File: config.mk
export PLATFORM = sky130hd
export DESIGN_NAME = csr_spmv_back
export DESIGN_NICKNAME = d
export VERILOG_FILES = /design/src/rtl/core/csr_spmv_pkg.sv /design/src/rtl/core/csr_spmv_back.sv
export SDC_FILE = /design/constraint.sdc
export NUM_CORES = 2
export LEC_CHECK = 0
export BUFFER_PORTS_ARGS = -buffer_cell sky130_fd_sc_hd__buf_4
export CORE_ASPECT_RATIO = 0.8
export CORE_MARGIN = 1
export CORE_UTILIZATION = 40
export DETAILED_ROUTE_END_ITERATION = 10
export RECOVER_POWER = 50
export SETUP_SLACK_MARGIN = 0.1
export SLEW_MARGIN = 10
export SYNTH_ARGS = -nofsm -noshare
export SYNTH_HDL_FRONTEND = slang
export SYNTH_SLANG_ARGS = --single-unit
File: constraint.sdc
create_clock -name clk_i -period 6.1 [get_ports clk_i]
set_input_delay 0.305 -clock clk_i [delete_from_list [all_inputs] [get_ports clk_i]]
set_output_delay 0.305 -clock clk_i [all_outputs]
set_load 0.03 [all_outputs]
File: src/rtl/core/csr_spmv_pkg.sv
`timescale 1ns / 1ps
// shared types and constants for the csr spmv row accumulate unit
package csr_spmv_pkg;

  localparam int unsigned IDX_W          = 12;
  localparam int unsigned VAL_W          = 32;
  localparam int unsigned SUM_W          = 64;
  localparam int unsigned ROW_W          = 16;
  localparam int unsigned VECTOR_DEPTH   = 4096;
  localparam int unsigned QUEUE_DEPTH_DEF = 4;

  localparam logic signed [SUM_W-1:0] SUM_MAX = {1'b0, {(SUM_W-1){1'b1}}};
  localparam logic signed [SUM_W-1:0] SUM_MIN = {1'b1, {(SUM_W-1){1'b0}}};

  typedef enum logic [1:0] {
    MODE_LOAD  = 2'd0,
    MODE_NZ    = 2'd1,
    MODE_EMPTY = 2'd2
  } mode_e;

  typedef struct packed {
    logic                    is_nz;
    logic signed [VAL_W-1:0] value;
    logic signed [VAL_W-1:0] vec;
    logic                    row_end;
    logic                    matrix_last;
  } work_t;

endpackage

File: src/rtl/core/csr_spmv_back.sv
`timescale 1ns / 1ps
// back end: multiply, saturating row accumulate, result register
module csr_spmv_back import csr_spmv_pkg::*; (
  input  logic                    clk_i,
  input  logic                    rst_ni,
  input  logic                    pop_valid_i,
  input  work_t                   pop_work_i,
  output logic                    pop_o,
  output logic                    out_valid_o,
  input  logic                    out_stall_i,
  output logic [ROW_W-1:0]        row_index_o,
  output logic signed [SUM_W-1:0] row_sum_o,
  output logic                    saturated_o,
  output logic                    final_row_o
);

  logic                    prod_valid_q;
  logic signed [SUM_W-1:0] prod_q;
  logic                    prod_row_end_q;
  logic                    prod_mlast_q;

  logic signed [SUM_W-1:0] acc_q;
  logic                    ovf_q;
  logic [ROW_W-1:0]        row_cnt_q;

  logic                    out_valid_q;
  logic [ROW_W-1:0]        out_row_q;
  logic signed [SUM_W-1:0] out_sum_q;
  logic                    out_sat_q;
  logic                    out_final_q;

  logic                    acc_go, row_go, prod_load;
  logic signed [SUM_W-1:0] mul;
  logic signed [SUM_W:0]   sum;
  logic                    sum_ovf;
  logic signed [SUM_W-1:0] sum_sat;

  assign acc_go    = prod_valid_q && (!prod_row_end_q || !out_valid_q || !out_stall_i);
  assign row_go    = acc_go && prod_row_end_q;
  assign prod_load = !prod_valid_q || acc_go;
  assign pop_o     = pop_valid_i && prod_load;

  assign mul     = SUM_W'($signed(pop_work_i.value)) * SUM_W'($signed(pop_work_i.vec));
  assign sum     = {acc_q[SUM_W-1], acc_q} + {prod_q[SUM_W-1], prod_q};
  assign sum_ovf = sum[SUM_W] ^ sum[SUM_W-1];
  assign sum_sat = sum_ovf ? (sum[SUM_W] ? SUM_MIN : SUM_MAX) : sum[SUM_W-1:0];

  always_ff @(posedge clk_i or negedge rst_ni) begin
    if (!rst_ni) begin
      prod_valid_q <= 1'b0;
    end else if (prod_load) begin
      prod_valid_q <= pop_valid_i;
    end
  end

  always_ff @(posedge clk_i) begin
    if (pop_o) begin
      prod_q         <= pop_work_i.is_nz ? mul : '0;
      prod_row_end_q <= pop_work_i.row_end;
      prod_mlast_q   <= pop_work_i.matrix_last;
    end
  end

  always_ff @(posedge clk_i or negedge rst_ni) begin
    if (!rst_ni) begin
      acc_q     <= '0;
      ovf_q     <= 1'b0;
      row_cnt_q <= '0;
    end else if (row_go) begin
      acc_q     <= '0;
      ovf_q     <= 1'b0;
      row_cnt_q <= prod_mlast_q ? '0 : row_cnt_q + 1'b1;
    end else if (acc_go) begin
      acc_q <= sum_sat;
      ovf_q <= ovf_q | sum_ovf;
    end
  end

  always_ff @(posedge clk_i or negedge rst_ni) begin
    if (!rst_ni) begin
      out_valid_q <= 1'b0;
    end else if (row_go) begin
      out_valid_q <= 1'b1;
    end else if (!out_stall_i) begin
      out_valid_q <= 1'b0;
    end
  end

  always_ff @(posedge clk_i) begin
    if (row_go) begin
      out_row_q   <= row_cnt_q;
      out_sum_q   <= sum_sat;
      out_sat_q   <= ovf_q | sum_ovf;
      out_final_q <= prod_mlast_q;
    end
  end

  assign out_valid_o = out_valid_q;
  assign row_index_o = out_row_q;
  assign row_sum_o   = out_sum_q;
  assign saturated_o = out_sat_q;
  assign final_row_o = out_final_q;

  a_row_clears_acc: assert property (@(posedge clk_i) disable iff (!rst_ni)
    row_go |=> (acc_q == '0) && !ovf_q)
    else $error("accumulator not cleared after row end");

  a_final_resets_row: assert property (@(posedge clk_i) disable iff (!rst_ni)
    (row_go && prod_mlast_q) |=> (row_cnt_q == '0))
    else $error("row counter not reset after final row");

endmodule

After elaboration in Yosys (flattened, before gate mapping) --
Index checks and enable logic that the tools add are counted.
Storage, ports and cells: register bits after elaboration 231, input port bits 71, word-level logic and storage cells 38
Operators by class: add/subtract/negate cells 2, $mul 1, equal/unequal tests 1, mux-type cells 9, bitwise gates (word level) 2, reduce and logical (&&, ||, !) cells 11
Operators with widths (count):
- 64-bit 2-to-1 mux | 4
- 64-bit by 64-bit adder with 65-bit output | 1
- 32-bit by 32-bit multiplier with 64-bit output | 1
- 16-bit by 1-bit adder with 16-bit output, second input constant | 1
- 16-bit 2-to-1 mux | 1
- 1-bit zero test | 4
- 1-bit 2-to-1 mux | 4
- 1-bit logical AND | 3
- 1-bit logical OR | 3
- 2-bit by 1-bit inequality test with 1-bit output, second input constant | 1
- 2-bit nonzero test | 1
- 1-bit bitwise OR | 1
- 1-bit bitwise XOR | 1

Logic depth before layout (Yosys ltp) --
word-level depth 6, depth in mapped cells 28

Worst setup path before layout --
No wires, ideal clock.
path type input to register, start in pop_work_i[65] (netlist bit), end reg prod_q[63] (data pin), library setup time 0.255 ns, data arrival time 7.657 ns, data required time 5.845 ns, setup slack -1.812 ns, stages 27, path buffers 1, cell sequence clkbuf_1 nand2_1 inv_1 fa_1 inv_1 fa_1 inv_1 fa_1 fa_1 inv_1 fa_1 inv_1 fa_1 inv_1 fa_1 inv_1 fa_1 ha_1 a21o_1 a21o_1 a21o_1 a21o_1 a21o_1 a221o_1 a21o_1 nor3_1 and3b_1
On the way: longest elaborated chain between the ends 1
Ends and longest elaborated chain:
- from (decl) | line csr_spmv_back.sv:7 | input work_t pop_work_i,
- 32-bit by 32-bit multiplier with 64-bit output | line csr_spmv_back.sv:43 | assign mul = SUM_W'($signed(pop_work_i.value)) * SUM_W'($signed(pop_work_i.vec));
- to (signal assigned) | line csr_spmv_back.sv:58 | prod_q <= pop_work_i.is_nz ? mul : '0;
- to (decl) | line csr_spmv_back.sv:18 | logic signed [SUM_W-1:0] prod_q;
Every way passes these cells. A chain may end at the register's enable or synchronous reset.

Worst setup path in the final report --
start in pop_work_i[9] (netlist bit), end reg prod_q[63] (data pin)
The elaborated chain is that of the path after synthesis.

==> flow_summary_export.csv <==
group,metric,value,unit
global_route,grt_max_degree,75,
sta,max_freq,146,MHz
synth,synth-xor-area-share,0.0227,
synth,synth_mux_area_frac,0.00188,
critical_path,cp-start-kind,"input pin",
critical_path,endpoint_kind,"flip-flop",
die,fp.dieH,314,um
clock_tree,cts_buffer_depth,3,
sta,setup_viol,43,
clock_tree,cts_tree,"yes",
critical_path,arrival,7160,ps
synth,async_flop_share,0.359,
route,drc_errors,0,
clock_tree,clock_latency,530,ps
placed_design,port_buffers,154,
critical_path,rrSetupSlack,850,ps
die,initial_core_util,0.403,
finish,fin_nets,6933,
synth,syn_inst,5051,
finish,final_cell_mix,"fa_1, inv_1, nand2_1",
sta,worstMarginPinSlew,3520,ps
synth,synth_fa_ha_area_frac,0.510,
synth,syn_area_per_cell,9.63,um2
synth,ys_warn_count,0,
placed_design,post-place-ws,-1650,ps
placed_design,hpwlAfterDp,116000,um
die,die-area,123000,um2
clock_tree,cts_max_level,1,
critical_path,crit_required,6390,ps
route,via_count,36300,
sta,clock_skew,11.5,ps
clock_tree,clock_sink_count,231,
sta,finalHoldViolCount,0,
die,io-pin-count,155,
synth,synth_enable_flop_cells,148,
global_route,antenna_found_initial,4,
global_route,grtUsageTotal,0.234,
synth,synth_nets,6456,
sta,worst_hold_slack,436,ps
route,routed_wl,139000,um
route,wl_per_cell,19.4,um
synth,synthesis.area,48700,um2
status,failed_checks,"capacitance limit, slew limit, setup timing",
sta,fin_crit,6870,ps
status,run_status,"complete, but fails checks",
route,ant_nets,0,
synth,synth_largest_area_cell,"fa_1",
critical_path,critPathMaxFanout,5,
min_path,hold_path.class,"input pin to flip-flop",
synth,synth_top_family_by_area,"adder cells",
route,viasPerCell,5.06,
clock_tree,clockRootBuffer,"clkbuf_16",
synth,ys.flop_type,"edfxtp_1",
global_route,grt-ovfl-total,0,
die,rows,114,
die,die_w,392,um
synth,ys_seq_elements,231,
clock_tree,cts_made_buffers,22,
global_route,grt_first_pass_wirelength,225000,um
synth,synth_compound_area_frac,0.0794,
sta,max-slew-margin-rel,-1.35,
sta,maxSlewViolCount,151,
sta,rsz0062_at_grt,"true",
placed_design,globalplace.congestion,0.935,
finish,drive_above_1_share,0.170,
synth,synth_top_area_share,0.446,
sta,fin_ws,-770,ps
die,core_area,121000,um2
route,first_pass_iters,5,
synth,ys_types,78,
synth,ys_top_cells_by_area,"fa_1, edfxtp_1, inv_1",
finish,area_growth,19.8,%
critical_path,critPathKind,"input pin to flip-flop",
synth,synth-simple-area-share,0.155,
finish,final_common_cell,"fa_1",
clock_tree,clkTransAtPathRegs,70,ps
route,drtIter0Drc,2310,
job,maxCapViolations,3,
synth,ys_seq_area_frac,0.134,
sta,timing.final.crit_share,1.13,
global_route,first_global_vias,39700,
==> state kept, by name, summed over array words and instances, names as in the netlist <==
| name | flops |
|---|---|
| acc_q | 64 |
| prod_mlast_q | 1 |
| row_cnt_q | 16 |
| prod_row_end_q | 1 |
| out_valid_o | 1 |
| row_index_o | 16 |
| prod_valid_q | 1 |
| ovf_q | 1 |
| row_sum_o | 64 |
| final_row_o | 1 |
| prod_q | 64 |
| saturated_o | 1 |
==> path summary, 6_finish.rpt <==
| path | start | endpoint | cells after the start |
|---|---|---|---|
| worst max-delay path | pop_work_i[9] | prod_q[63] | 27 |
| worst min-delay path | pop_work_i[66] | prod_q[56] | 3 |
| worst max register to register | acc_q[10] | acc_q[39] | 17 |
| max in group asynchronous | rst_ni | row_cnt_q[12] | 3 |
| worst min register to register | row_cnt_q[15] | row_index_o[15] | 0 |
| min in group asynchronous | rst_ni | row_cnt_q[5] | 2 |
==> cell type report <==
class                           count  area (um2)
Fill cell                       11300       62400
Multi-Input combinational cell   3567       38800
Sequential cell                   231        6520
Timing Repair Buffer              723        6500
Inverter                          982        3690
Tap cell                         1624        2030
Clock buffer                       33         674
Clock inverter                      7        92.6
Timing Repair inverter              1        7.51
Antenna cell                        3        7.51
==> synth_stat cells, types with 4 or more instances <==
library cell  number
nand4_1           32
xor2_1            52
o31ai_1           10
a22o_1            31
o21ai_0          135
mux2i_1            8
nand3_1           33
o211ai_1          35
nand2_1          636
and2_1           566
edfxtp_1         148
inv_1            981
nand2b_1          27
a21boi_0           5
o21a_1            16
and3_1            26
xnor2_1           74
nor2_1           105
and4_1             7
ha_1             251
a41oi_1            5
nor2b_1           17
a211oi_1          13
buf_2             13
fa_1            1083
or2_2              6
o21ai_1            5
and3b_1            4
or3_1              5
clkbuf_1         250
a31o_2             5
a31oi_1           24
o21bai_1          27
a21oi_1          159
nor3_1            26
dfrtp_1           83
a21o_1            87
==> logic make-up (layout without fill, tap and decap cells) <==
logic type                 Yosys count  in the layout
adders and majority gates         1334           1334
DFF                                231            231
and+or+nand+nor                   1502           1502
buffers and inverters             1253           1746
xor gates and xnor gates           126            126
other                                0              3
muxes                                9              9
AOI/OAI and AO/OA                  596            596
==> metal layers <==
| metal | up-vias | GRT usage | wire, um |
|---|---|---|---|
| li1 | 16400 | - | - |
| met1 | 18700 | 0.338 | 63000 |
| met2 | 1111 | 0.371 | 63000 |
| met3 | 186 | 0.0345 | 9230 |
| met4 | 2 | 0.0563 | 3920 |
| met5 | - | 0 | 13 |
==> stage by stage <==
step / TNS [ps] / util / instance area [um2] / instances
after floorplan: -24950 / - / 49300 / 5051
after global placement: -55680 / 0.460 / 55500 / 7048
after detailed placement: -58110 / 0.460 / 55500 / 7048
after CTS: -21840 / 0.480 / 57900 / 7141
after global routing: -33430 / 0.483 / 58300 / 7169
final: -23030 / 0.483 / 58300 / 7171
==> timing repair <==
| action | CTS | global route |
|---|---|---|
| cloned | 4 | 4 |
| gates resized for setup | 266 | 105 |
| endpoints found under the hold margin | 42 | 0 |
| hold buffers | 5 | 0 |
| setup endpoints to repair | 49 | 52 |
| pin swaps | 151 | 71 |
| buffers inserted | 45 | 28 |
==> worst max-delay path, stage by stage <==
cell	delay (ps)
buf_16	130
buf_12	140
and2_4	150
fa_1	460
fa_1	490
fa_1	540
inv_2	40
fa_1	510
inv_2	40
fa_1	500
fa_1	440
fa_1	490
fa_1	520
ha_4	290
and4_4	200
and3_4	200
nand2_4	50
a21oi_4	160
buf_6	120
o211ai_1	80
buf_4	160
a2111oi_4	270
buf_4	190
o21bai_4	80
a211oi_2	280
o21ai_1	90
and3b_1	210
Power is left out: the tool's default activity adds up to more than one toggle a clock period on the data nets, which glitch-free logic cannot reach.
