==> config.mk <==
export PLATFORM = sky130hd
export DESIGN_NAME = csr_spmv_queue
export DESIGN_NICKNAME = d
export VERILOG_FILES = /design/src/rtl/core/csr_spmv_pkg.sv /design/src/rtl/core/csr_spmv_queue.sv
export SDC_FILE = /design/constraint.sdc
export NUM_CORES = 1
export LEC_CHECK = 0
export BUFFER_PORTS_ARGS = -buffer_cell sky130_fd_sc_hd__buf_2
export CELL_PAD_IN_SITES_DETAIL_PLACEMENT = 0
export CELL_PAD_IN_SITES_GLOBAL_PLACEMENT = 1
export CORE_MARGIN = 5
export CORE_UTILIZATION = 54
export CTS_CLUSTER_SIZE = 40
export DETAILED_ROUTE_END_ITERATION = 7
export GPL_TIMING_DRIVEN = 0
export PLACE_DENSITY_LB_ADDON = 0.25
export SLEW_MARGIN = 40
export SYNTH_ARGS = -nofsm -noshare
export SYNTH_HDL_FRONTEND = slang
export SYNTH_SLANG_ARGS = --single-unit
==> constraint.sdc <==
create_clock -name clk_i -period 8.2 [get_ports clk_i]
set_clock_uncertainty 0.1 [all_clocks]
set_input_delay 1.23 -clock clk_i [delete_from_list [all_inputs] [get_ports clk_i]]
set_output_delay 1.23 -clock clk_i [all_outputs]
set_load 0.005 [all_outputs]
==> src/rtl/core/csr_spmv_pkg.sv <==
`timescale 1ns / 1ps
// shared types and constants for the csr spmv row accumulate unit
package csr_spmv_pkg;

  localparam int unsigned IDX_W          = 12;
  localparam int unsigned VAL_W          = 32;
  localparam int unsigned SUM_W          = 64;
  localparam int unsigned ROW_W          = 16;
  localparam int unsigned VECTOR_DEPTH   = 4096;
  localparam int unsigned QUEUE_DEPTH_DEF = 4;

  localparam logic signed [SUM_W-1:0] SUM_MAX = {1'b0, {(SUM_W-1){1'b1}}};
  localparam logic signed [SUM_W-1:0] SUM_MIN = {1'b1, {(SUM_W-1){1'b0}}};

  typedef enum logic [1:0] {
    MODE_LOAD  = 2'd0,
    MODE_NZ    = 2'd1,
    MODE_EMPTY = 2'd2
  } mode_e;

  typedef struct packed {
    logic                    is_nz;
    logic signed [VAL_W-1:0] value;
    logic signed [VAL_W-1:0] vec;
    logic                    row_end;
    logic                    matrix_last;
  } work_t;

endpackage

==> src/rtl/core/csr_spmv_queue.sv <==
`timescale 1ns / 1ps
// short queue between front and back end
module csr_spmv_queue import csr_spmv_pkg::*; #(
  parameter int unsigned DEPTH = QUEUE_DEPTH_DEF
) (
  input  logic  clk_i,
  input  logic  rst_ni,
  input  logic  push_i,
  input  work_t push_work_i,
  output logic  full_o,
  output logic  pop_valid_o,
  output work_t pop_work_o,
  input  logic  pop_i
);

  localparam int unsigned PTR_W = (DEPTH > 1) ? $clog2(DEPTH) : 1;
  localparam int unsigned CNT_W = $clog2(DEPTH + 1);

  work_t              buf_q [DEPTH];
  logic [PTR_W-1:0]   wr_ptr_q, rd_ptr_q;
  logic [CNT_W-1:0]   count_q;

  assign full_o      = (count_q == CNT_W'(DEPTH));
  assign pop_valid_o = (count_q != '0);
  assign pop_work_o  = buf_q[rd_ptr_q];

  always_ff @(posedge clk_i or negedge rst_ni) begin
    if (!rst_ni) begin
      wr_ptr_q <= '0;
      rd_ptr_q <= '0;
      count_q  <= '0;
    end else begin
      if (push_i) begin
        wr_ptr_q <= (wr_ptr_q == PTR_W'(DEPTH - 1)) ? '0 : wr_ptr_q + 1'b1;
      end
      if (pop_i) begin
        rd_ptr_q <= (rd_ptr_q == PTR_W'(DEPTH - 1)) ? '0 : rd_ptr_q + 1'b1;
      end
      if (push_i && !pop_i) begin
        count_q <= count_q + 1'b1;
      end else if (pop_i && !push_i) begin
        count_q <= count_q - 1'b1;
      end
    end
  end

  always_ff @(posedge clk_i) begin
    if (push_i) begin
      buf_q[wr_ptr_q] <= push_work_i;
    end
  end

  a_no_overfill: assert property (@(posedge clk_i) disable iff (!rst_ni)
    !(push_i && full_o))
    else $error("push into full queue");

  a_no_underrun: assert property (@(posedge clk_i) disable iff (!rst_ni)
    pop_i |-> pop_valid_o)
    else $error("pop from empty queue");

endmodule

Word level (Yosys, flattened, before mapping)
Memories as Yosys holds them, arrays and structs flattened.
Cells that the tools add are included.
- register bits: 7
- RAM bits: 268
- input bits: 71
- output and inout bits: 69
- logic and storage cells: 23
- memories kept: 1
- add/subtract/negate cells: 4
- equal/unequal tests: 3
- mux-type cells: 6
- reduce and logical (&&, ||, !) cells: 6
- memories (name ; words ; width ; read ports ; clocked after Yosys merged registers in ; write ports ; RTL line ; source):
    buf_q ; 4 ; 67 ; 1 ; 0 ; 1 ; csr_spmv_queue.sv:19 ; work_t buf_q [DEPTH];
- operator list (cell ; number):
    2-to-1 mux 3 bit ; 2
    adder 2 x 1 -> 2 bit (second input constant) ; 2
    == test 2 bit (second input constant) ; 2
    2-to-1 mux 2 bit ; 2
    adder 3 x 1 -> 3 bit (second input constant) ; 1
    == test 3 bit (second input constant) ; 1
    nonzero test 3 bit ; 1
    subtractor 3 x 1 -> 3 bit (second input constant) ; 1
    logical AND 1 bit ; 2
    logical NOT 1 bit ; 2
    2-to-1 mux 1 bit ; 2
    nonzero test 2 bit ; 1

Depth between registers and ports, before layout
Gate-level depths: netlist (run 1).
- depth in word-level cells: 4
- depth in mapped cells: 7
- depth with buffers taken out: 7

Least setup slack after synthesis (run 1)
Ideal clock, no wire load.
- kind: input port to flip-flop
- start: input push_i
- end: memory buf_q[0][0] (netlist name) (enable)
- library setup time: 0.432 ns
- arrival: 2.803 ns
- data required time: 7.668 ns
- setup slack: 4.865 ns
- stages on the path: 1
- path buffers: 0
- path through: and2_1
- longest elaborated chain between the ends: 2
- RTL lines (what ; RTL line ; source):
    from (decl) ; csr_spmv_queue.sv:8 ; input logic push_i,
    2-to-1 mux 1 bit ; csr_spmv_queue.sv:48 ; if (push_i) begin
    2-to-1 mux 1 bit (not written as such) ; csr_spmv_queue.sv:49 ; buf_q[wr_ptr_q] <= push_work_i;
    to (decl) ; csr_spmv_queue.sv:19 ;
Every way passes these cells.

==> impl_metrics.env, run 1 <==
export IMPL_crit_type="reg2out"
export IMPL_die_area_mm2=0.02153
export IMPL_num_rows=50
export IMPL_die_y_um=146.7
export IMPL_synth_cells=388
export IMPL_grt_pass1_vias=5127
export IMPL_peakVddDrop_uv=206.8
export IMPL_worstPathRequired_ns=6.87
export IMPL_nets=642
export IMPL_p_clk_frac=0.282
export IMPL_area_growth_pct=20.00
export IMPL_cts_setup_buffers=0
export IMPL_yosys_warnings=0
export IMPL_cts_resized_gates=0
export IMPL_startpoint_type="flip-flop"
export IMPL_crit_path_max_fanout=10
export IMPL_tightest_slew_ns=0.7016
export IMPL_run_status="complete, no violations"
export IMPL_gp_congestion=0.7030
export IMPL_tns_ns=0
export IMPL_synth_seq_cells=275
export IMPL_post_cts_hold_buffer_count=0
export IMPL_pin_count=140
export IMPL_setup_worst_path_end_class="primary output"
export IMPL_post_dp_hpwl_um=11750
export IMPL_hold_ws_ns=0.3959
export IMPL_arrival_ns=2.20
export IMPL_drcViolationCount=0
export IMPL_comb_power_share=0.276
export IMPL_synth_area_mm2=0.01009
export IMPL_relSlewSlack=0.5323
export IMPL_cts_root_buf="clkbuf_16"
export IMPL_switching_share=0.2645
export IMPL_grt_max_degree=30
export IMPL_synth_area_per_cell_um2=26.02
export IMPL_drt_first_pass_iters=4
export IMPL_post_route_period_util=0.4308
export IMPL_max_cap_violations=0
export IMPL_fin_area_mm2=0.01211
export IMPL_vias=4585
export IMPL_p_sw_mw=1.111
export IMPL_start_util=0.5433
export IMPL_cellPowerDensity_mw_per_mm2=346.7
export IMPL_port_buffers=139
export IMPL_rsz0062_at_grt="false"
export IMPL_fp_coreArea_mm2=0.01858
export IMPL_antenna_found_initial=3
export IMPL_vias_per_cell=5.598
export IMPL_min_path_type="reg2reg"
export IMPL_finalSetupViolCount=0
export IMPL_cts_buffers=27
export IMPL_hold_viol_final=0
export IMPL_drt_first_iter_violations=234
export IMPL_ys_types=20
export IMPL_drive_above_1_share=0.4701
export IMPL_seqPwrFrac=0.442
export IMPL_leakagePower_nw=4.207
export IMPL_clkLatencyLatePin_ns=0.51
export IMPL_grtUsageTotal=0.1725
export IMPL_ctsHtreeMaxLevel=1
export IMPL_fmax_ghz=0.2831
export IMPL_cts_buffer_depth=3
export IMPL_dpl_instance_area_mm2=0.01125
export IMPL_overflow=0
export IMPL_cts_tree="yes"
export IMPL_synthesis_nets=466
export IMPL_maxSlewViolCount=0
export IMPL_fp_dieW_um=146.7
export IMPL_cts_sinks=275
export IMPL_post_route_min_period_ns=3.533
export IMPL_clk_pin_slew_ns=0.06
export IMPL_drtAntennaViolNets=0
export IMPL_p_int_mw=3.089
export IMPL_power_mw=4.200
export IMPL_drt_wl_total_um=18330
export IMPL_antenna_cells=0
export IMPL_wl_per_cell_um=22.38
export IMPL_grt_pass1_wl_um=28830
export IMPL_yosysSeqAreaShare=0.8146
==> placed cells by master, fill, tap and decap left out, types with 2 or more instances in the layout <==
cell type / count
nand2_1: 2
edfxtp_1: 268
ha_1: 6
clkinv_1: 8
dfrtp_1: 7
buf_12: 10
and2_4: 4
clkbuf_16: 27
nor2_1: 3
clkinv_2: 9
bufinv_16: 3
xor2_1: 2
buf_2: 144
o21ai_0: 2
mux2_2: 3
mux4_2: 67
clkbuf_1: 4
buf_4: 5
inv_1: 4
==> synthesized netlist by cell type <==
master / number / area [um^2]
edfxtp_1: 268 / 8048
mux4_2: 67 / 1509
dfrtp_1: 7 / 175.2
ha_1: 6 / 75.07
buf_2: 5 / 25.02
buf_4: 5 / 37.54
and2_1: 4 / 25.02
inv_1: 4 / 15.01
clkbuf_1: 3 / 11.26
mux2_2: 3 / 33.78
nor2_1: 3 / 11.26
buf_12: 2 / 40.04
nand2_1: 2 / 7.510
o21ai_0: 2 / 10.01
xor2_1: 2 / 17.52
buf_6: 1 / 11.26
fa_1: 1 / 20.02
nor3b_1: 1 / 7.510
or3_1: 1 / 6.260
xnor2_1: 1 / 8.760
==> sequential cells by signal, indices dropped and copies added (netlist names) <==
name and cells:
wr_ptr_q 2, count_q 3, buf_q 268, rd_ptr_q 2
==> metal layers <==
metal / wire, um / global-route usage / part of all wire / vias to the layer above
met4: 503 / 0.04845 / 0.027 / 6
met1: 7295 / 0.2271 / 0.40 / 2365
met2: 9273 / 0.2941 / 0.51 / 151
li1: - / - / - / 2016
met5: 34 / 0 / 0.0019 / -
met3: 1222 / 0.03886 / 0.067 / 47
==> worst max-delay path, stage by stage (launching register included) <==
cell,delay [ns]
dfrtp_1,0.35
buf_2,0.19
buf_2,0.30
buf_2,0.33
mux4_2,0.37
buf_2,0.15
==> final timing paths <==
path	from	end	slack, ns	cells after the start
min in group asynchronous	rst_ni	count_q[0]	0.45	1
max in group asynchronous	rst_ni	count_q[1]	7.39	1
max	rd_ptr_q[1]	pop_work_o[44]	4.67	5
max reg2reg	wr_ptr_q[0]	buf_q[0][54]	6.25	5
min reg2reg	count_q[2]	count_q[2]	0.40	1
min	count_q[2]	count_q[2]	0.40	1
==> power groups by stage <==
stage | clock network (mW) | logic [mW] | registers, mW
3_5_place_dp | 0 | 1.19 | 1.89
6_report | 1.18 | 1.16 | 1.86
3_3_place_gp | 0 | 1.14 | 1.90
2_1_floorplan | 0 | 0.714 | 1.88
5_1_grt | 1.27 | 1.26 | 1.88
4_1_cts | 1.21 | 1.20 | 1.86
==> final cells by class <==
class,count,area (um^2)
plain buffers,16,125.1
clock buffers,28,679.4
clock inverters,22,181.4
fillers,1228,6466
inverters,4,15.01
multi-input cells,93,1742
flip-flops and latches,275,8223
well taps,234,292.8
repair buffers,147,855.8
==> logic make-up (layout without fill, tap and decap cells) <==
| logic type | Yosys count | in the layout | synth area share |
|---|---|---|---|
| flip-flops | 275 | 275 | 0.8146 |
| multiplexers | 70 | 70 | 0.1528 |
| buffers and inverters | 20 | 217 | 0.01388 |
| AND/OR/NAND/NOR | 11 | 11 | 0.005702 |
| adder cells (fa/ha/maj) | 7 | 7 | 0.009420 |
| XOR/XNOR | 3 | 3 | 0.002603 |
| AO/OA/AOI/OAI | 2 | 2 | 0.0009916 |
==> stage by stage <==
step	setup WS, ns	util	cells
finish	4.667	0.6520	819
detailed placement	5.151	0.6057	769
floorplan	4.865	-	388
global route	4.543	0.6520	819
CTS	4.590	0.6520	819
global placement	3.369	0.5965	761
(Power assumes the default switching activity.)
==> run 2, diff against run 1 <==
--- a/config.mk
+++ b/config.mk
@@ -9,7 +9,7 @@
 export CELL_PAD_IN_SITES_DETAIL_PLACEMENT = 0
 export CELL_PAD_IN_SITES_GLOBAL_PLACEMENT = 1
 export CORE_MARGIN = 5
-export CORE_UTILIZATION = 54
+export CORE_UTILIZATION = 50
 export CTS_CLUSTER_SIZE = 40
 export DETAILED_ROUTE_END_ITERATION = 7
 export GPL_TIMING_DRIVEN = 0
==> constraint.sdc (replaced) <==
create_clock -name clk_i -period 3.3 [get_ports clk_i]
set_clock_uncertainty 0.1 [all_clocks]
set_input_delay 0.495 -clock clk_i [delete_from_list [all_inputs] [get_ports clk_i]]
set_output_delay 0.495 -clock clk_i [all_outputs]
set_load 0.005 [all_outputs]
==> impl_metrics.env, run 2 (synthesis gave the netlist of run 1 again) <==
export IMPL_run_status="complete, no violations"
export IMPL_hold_ws_ns=0.08562
export IMPL_start_util=0.5037
export IMPL_clkLatencyLatePin_ns=0.52
export IMPL_grt_pass1_vias=5053
export IMPL_top_register="buf_q"
export IMPL_place_ws_ns=0.9827
export IMPL_mostFrequentLayoutCells="edfxtp_1, buf_2, mux4_2"
export IMPL_cts_root_buf="clkbuf_16"
export IMPL_path_depth=5
export IMPL_fp_dieW_um=152.1
export IMPL_drt_wl_total_um=18360
export IMPL_clk_pin_slew_ns=0.06
export IMPL_final_common_cell="edfxtp_1"
export IMPL_power_mw=10.45
export IMPL_crit_end="pop_work_o[31]"
export IMPL_antenna_cells=0
export IMPL_hold_viol_final=0
export IMPL_vias_per_cell=5.351
export IMPL_cts_tree="yes"
export IMPL_largest_reg_flops=268
export IMPL_drt_first_pass_iters=4
export IMPL_cts_sinks=275
export IMPL_setup_worst_path_end_class="primary output"
export IMPL_grt_pass1_wl_um=29000
export IMPL_startpoint_type="flip-flop"
export IMPL_die_area_mm2=0.02313
export IMPL_fmax_ghz=0.3568
export IMPL_gp_congestion=0.6994
export IMPL_vias=4564
export IMPL_arrival_ns=2.21
export IMPL_area_growth_pct=20.70
export IMPL_tightest_slew_ns=0.7656
export IMPL_place_inst=805
export IMPL_relSlewSlack=0.4896
export IMPL_pin_count=140
export IMPL_cts_buffer_depth=3
export IMPL_cts_setup_buffers=0
export IMPL_slowest_stage="mux4_2"
export IMPL_worst_path_most_repeated_cell="buf_2"
export IMPL_reg2reg_to="buf_q[0][3]"
export IMPL_largestRegisters="buf_q: 268 flops, count_q: 3 flops"
export IMPL_drt_first_iter_violations=323
export IMPL_wl_per_cell_um=21.52
export IMPL_drcViolationCount=0
export IMPL_max_cap_violations=0
export IMPL_ctsHtreeMaxLevel=1
export IMPL_rrSetupSlack_ns=1.55
export IMPL_leakagePower_nw=4.207
export IMPL_cts_buffers=28
export IMPL_crit_start="rd_ptr_q[1]"
export IMPL_finalSetupViolCount=0
export IMPL_worstPathRequired_ns=2.70
export IMPL_grtUsageTotal=0.1602
export IMPL_maxSlewViolCount=0
export IMPL_crit_path_max_fanout=10
export IMPL_nets=644
export IMPL_post_route_min_period_ns=2.803
export IMPL_port_buffers=139
export IMPL_drtAntennaViolNets=0
export IMPL_max_stage_delay_ns=0.37
export IMPL_finalNonFillerCells=853
export IMPL_num_rows=52
export IMPL_die_y_um=152.1
export IMPL_critPathTopFamily="buffers and inverters"
export IMPL_crit_type="reg2out"
export IMPL_overflow=0
export IMPL_path_buf_inv=4
export IMPL_path_cells="buf_2, buf_2, buf_2, mux4_2, buf_2"
export IMPL_post_route_period_util=0.8494
export IMPL_min_path_type="in2reg"
export IMPL_peakVddDrop_uv=482.9
export IMPL_cellPowerDensity_mw_per_mm2=857.6
export IMPL_layout_setup_ws_ns=0.4970
export IMPL_rsz0062_at_grt="false"
export IMPL_postLayoutCoreUtil=0.6080
export IMPL_reg2reg_from="wr_ptr_q[0]"
export IMPL_antenna_found_initial=2
export IMPL_drive_above_1_share=0.4597
export IMPL_rr_worst_depth=4
export IMPL_grt_max_degree=33
export IMPL_fp_coreArea_mm2=0.02004
export IMPL_post_dp_hpwl_um=11630
-- run 2: layout make-up --
cell class	instances	area, um^2
Buffer	16	125.1
Tap cell	270	337.8
Sequential cell	275	8223
Multi-Input combinational cell	93	1742
Clock buffer	38	759.5
Timing Repair Buffer	148	888.4
Clock inverter	9	93.84
Inverter	4	15.01
Fill cell	1467	7855
-- run 2: how the worst min path moves through the flow --
stage,startpoint,to,slack (ns),cells past startpoint
floorplan,rst_ni,count_q[0],0.1,0
global placement,rst_ni,count_q[2],0.24,1
detailed placement,rst_ni,count_q[1],0.24,1
CTS,push_work_i[19],buf_q[0][19],0.06,1
global route,push_work_i[60],buf_q[3][60],0.07,1
finish,push_work_i[19],buf_q[0][19],0.09,1
-- run 2: repair_timing --
action / CTS / global route
hold endpoints to repair: 7 / 0
hold buffers: 1 / 0
resized for setup: 0 / 0
-- run 2: metal layers --
layer / track usage / routed length, um
met2: 0.2665 / 9143
met1: 0.2200 / 7649
met3: 0.03726 / 1169
met4: 0.03682 / 363
met5: 0 / 30
-- run 2: power breakdown --
part           switching [mW]  internal (mW)  total [mW]
Clock                    1.19           1.75        2.94
Combinational            1.41           1.49        2.90
Sequential              0.133           4.47        4.61
Total                    2.73           7.72        10.4
-- run 2: metrics by stage --
| stage | area (um^2) | setup TNS, ns |
|---|---|---|
| final | 12180 | 0 |
| after global routing | 12180 | 0 |
| after CTS | 12180 | 0 |
| after detailed placement | 11320 | 0 |
| after global placement | 11130 | -207.44 |
| after floorplan | 10090 | 0 |
==> run 3, diff against run 2 <==
--- a/config.mk
+++ b/config.mk
@@ -9,7 +9,7 @@
 export CELL_PAD_IN_SITES_DETAIL_PLACEMENT = 0
 export CELL_PAD_IN_SITES_GLOBAL_PLACEMENT = 1
 export CORE_MARGIN = 5
-export CORE_UTILIZATION = 50
+export CORE_UTILIZATION = 45
 export CTS_CLUSTER_SIZE = 40
 export DETAILED_ROUTE_END_ITERATION = 7
 export GPL_TIMING_DRIVEN = 0
==> constraint.sdc (replaced) <==
create_clock -name clk_i -period 2.5 [get_ports clk_i]
set_clock_uncertainty 0.1 [all_clocks]
set_input_delay 0.375 -clock clk_i [delete_from_list [all_inputs] [get_ports clk_i]]
set_output_delay 0.375 -clock clk_i [all_outputs]
set_load 0.005 [all_outputs]
==> impl_metrics.env, run 3 (synthesis gave the netlist of run 1 again) <==
export IMPL_run_status="complete, no violations"
export IMPL_reg2reg_to="buf_q[1][32]"
export IMPL_antenna_found_initial=0
export IMPL_clk_pin_slew_ns=0.06
export IMPL_overflow=0
export IMPL_die_area_mm2=0.02553
export IMPL_nFillCells=1591
export IMPL_cts_buffers=28
export IMPL_place_ws_ns=0.3415
export IMPL_drive_above_1_share=0.4284
export IMPL_drcViolationCount=0
export IMPL_die_y_um=159.8
export IMPL_area_growth_pct=29.67
export IMPL_wirelength_met1_um=7786
export IMPL_vias=4846
export IMPL_fmax_ghz=0.4039
export IMPL_finalSetupViolCount=0
export IMPL_num_rows=54
export IMPL_drt_first_iter_violations=260
export IMPL_relSlewSlack=0.7764
export IMPL_clkLatencyLatePin_ns=0.53
export IMPL_cts_root_buf="clkbuf_16"
export IMPL_layout_setup_ws_ns=0.02400
export IMPL_rsz0062_at_grt="true"
export IMPL_crit_type="reg2out"
export IMPL_largest_reg_flops=268
export IMPL_crit_start="rd_ptr_q[0]"
export IMPL_rr_worst_depth=4
export IMPL_dr_wl_met3_um=1209
export IMPL_wl_per_cell_um=20.43
export IMPL_cellPowerDensity_mw_per_mm2=1105
export IMPL_drtAntennaViolNets=0
export IMPL_nets=721
export IMPL_cts_tree="yes"
export IMPL_grt_pass1_vias=5363
export IMPL_peakVddDrop_uv=626.9
export IMPL_largestRegisters="buf_q: 268 flops, count_q: 3 flops"
export IMPL_mostFrequentLayoutCells="edfxtp_1, buf_2, dlygate4sd3_1"
export IMPL_crit_path_max_fanout=7
export IMPL_leakagePower_nw=4.599
export IMPL_grt_max_degree=33
export IMPL_gp_congestion=0.7183
export IMPL_post_dp_hpwl_um=11650
export IMPL_cts_sinks=275
export IMPL_ctsHtreeMaxLevel=1
export IMPL_post_route_min_period_ns=2.476
export IMPL_arrival_ns=2.00
export IMPL_fp_dieW_um=159.8
export IMPL_drt_wl_total_um=19260
export IMPL_pin_count=140
export IMPL_maxSlewViolCount=0
export IMPL_worstPathRequired_ns=2.03
export IMPL_reg2reg_from="wr_ptr_q[1]"
export IMPL_top_register="buf_q"
export IMPL_fp_coreArea_mm2=0.02196
export IMPL_startpoint_type="flip-flop"
export IMPL_crit_end="pop_work_o[40]"
export IMPL_antenna_cells=0
export IMPL_start_util=0.4597
export IMPL_hold_viol_final=0
export IMPL_grtUsageTotal=0.1510
export IMPL_max_cap_violations=0
export IMPL_min_path_type="in2reg"
export IMPL_post_route_period_util=0.9904
export IMPL_finalNonFillerCells=943
export IMPL_cts_buffer_depth=3
export IMPL_wl_met2_um=9851
export IMPL_port_buffers=139
export IMPL_setup_worst_path_end_class="primary output"
export IMPL_rrSetupSlack_ns=0.90
export IMPL_final_common_cell="edfxtp_1"
export IMPL_postLayoutCoreUtil=0.5961
export IMPL_tightest_slew_ns=0.3354
export IMPL_drt_first_pass_iters=4
export IMPL_maxUsedRoutingLayer="met4"
export IMPL_place_inst=815
export IMPL_vias_per_cell=5.139
export IMPL_grt_pass1_wl_um=30170
==> run 3: changes by cell type in the layout (fill, tap and decap cells not counted), moves of 3 or more <==
cell | previous run | this run
dlygate4sd3_1 | 1 | 68
buf_6 | 1 | 17
buf_2 | 144 | 134
clkbuf_1 | 12 | 6
buf_12 | 7 | 10
buf_16 | 3 | 0
buf_4 | 5 | 8
clkbuf_2 | 0 | 3
clkinv_1 | 4 | 7
==> run 3: routing by layer <==
layer  global-route usage  vias to the layer above
met1               0.1926                     2518
met5                    0                        -
li1                     -                     2164
met4              0.03481                        0
met3              0.04021                       33
met2               0.2620                      131
==> run 3: area by class of cell <==
cell class | count | area, um^2 | share of cell area
sequential | 275 | 8223 | 0.6282
multi-input combinational | 93 | 1742 | 0.1331
timing repair buffer | 225 | 1680 | 0.1284
clock buffer | 35 | 748.2 | 0.05716
tap | 280 | 350.3 | 0.02676
clock inverter | 15 | 168.9 | 0.01290
buffer | 16 | 162.7 | 0.01243
inverter | 4 | 15.01 | 0.001147
==> run 3: critical path, stage by stage, from the launching register on <==
cell and delay (ns):
dfrtp_1 0.36, buf_6 0.17, buf_12 0.15, buf_12 0.12, mux4_2 0.51, buf_2 0.15
==> run 3: worst min-delay path by stage <==
stage | cells past startpoint | end | slack (ns) | from
after floorplan | 0 | count_q[0] | -0.02 | rst_ni
after global placement | 1 | count_q[2] | 0.11 | rst_ni
after detailed placement | 1 | count_q[0] | 0.13 | rst_ni
after CTS | 2 | wr_ptr_q[1] | 0.04 | push_i
after global routing | 2 | rd_ptr_q[0] | 0.07 | pop_i
final | 2 | wr_ptr_q[1] | 0.07 | push_i
==> run 3: through the flow <==
| step | hold slack (ns) | instance area, um^2 | power, mW | setup TNS [ns] |
|---|---|---|---|---|
| 4_1_cts | 0.04152 | 12980 | 14.51 | -0.7012 |
| 5_1_grt | 0.06784 | 13090 | 15.23 | -1.010 |
| 6_report | 0.06630 | 13090 | 14.47 | 0 |
| 3_3_place_gp | 0.1149 | 11150 | 9.953 | -43.13 |
| 2_1_floorplan | -0.02059 | 10100 | 8.488 | 0 |
| 3_5_place_dp | 0.1268 | 11310 | 10.15 | 0 |
==> run 3: timing repair <==
item / in CTS / in global routing
gates cloned: 0 / 1
hold endpoints to repair: 275 / 0
buffers inserted: 7 / 2
hold buffers: 68 / 0
gates resized for setup: 9 / 13
endpoints found under the setup margin: 55 / 57
==> run 3: power by group <==
group / switching (mW) / total (mW) / internal (mW)
Sequential: 0.175 / 6.08 / 5.91
Combinational: 1.98 / 4.28 / 2.29
Clock: 1.60 / 4.11 / 2.51
Total: 3.75 / 14.5 / 10.7
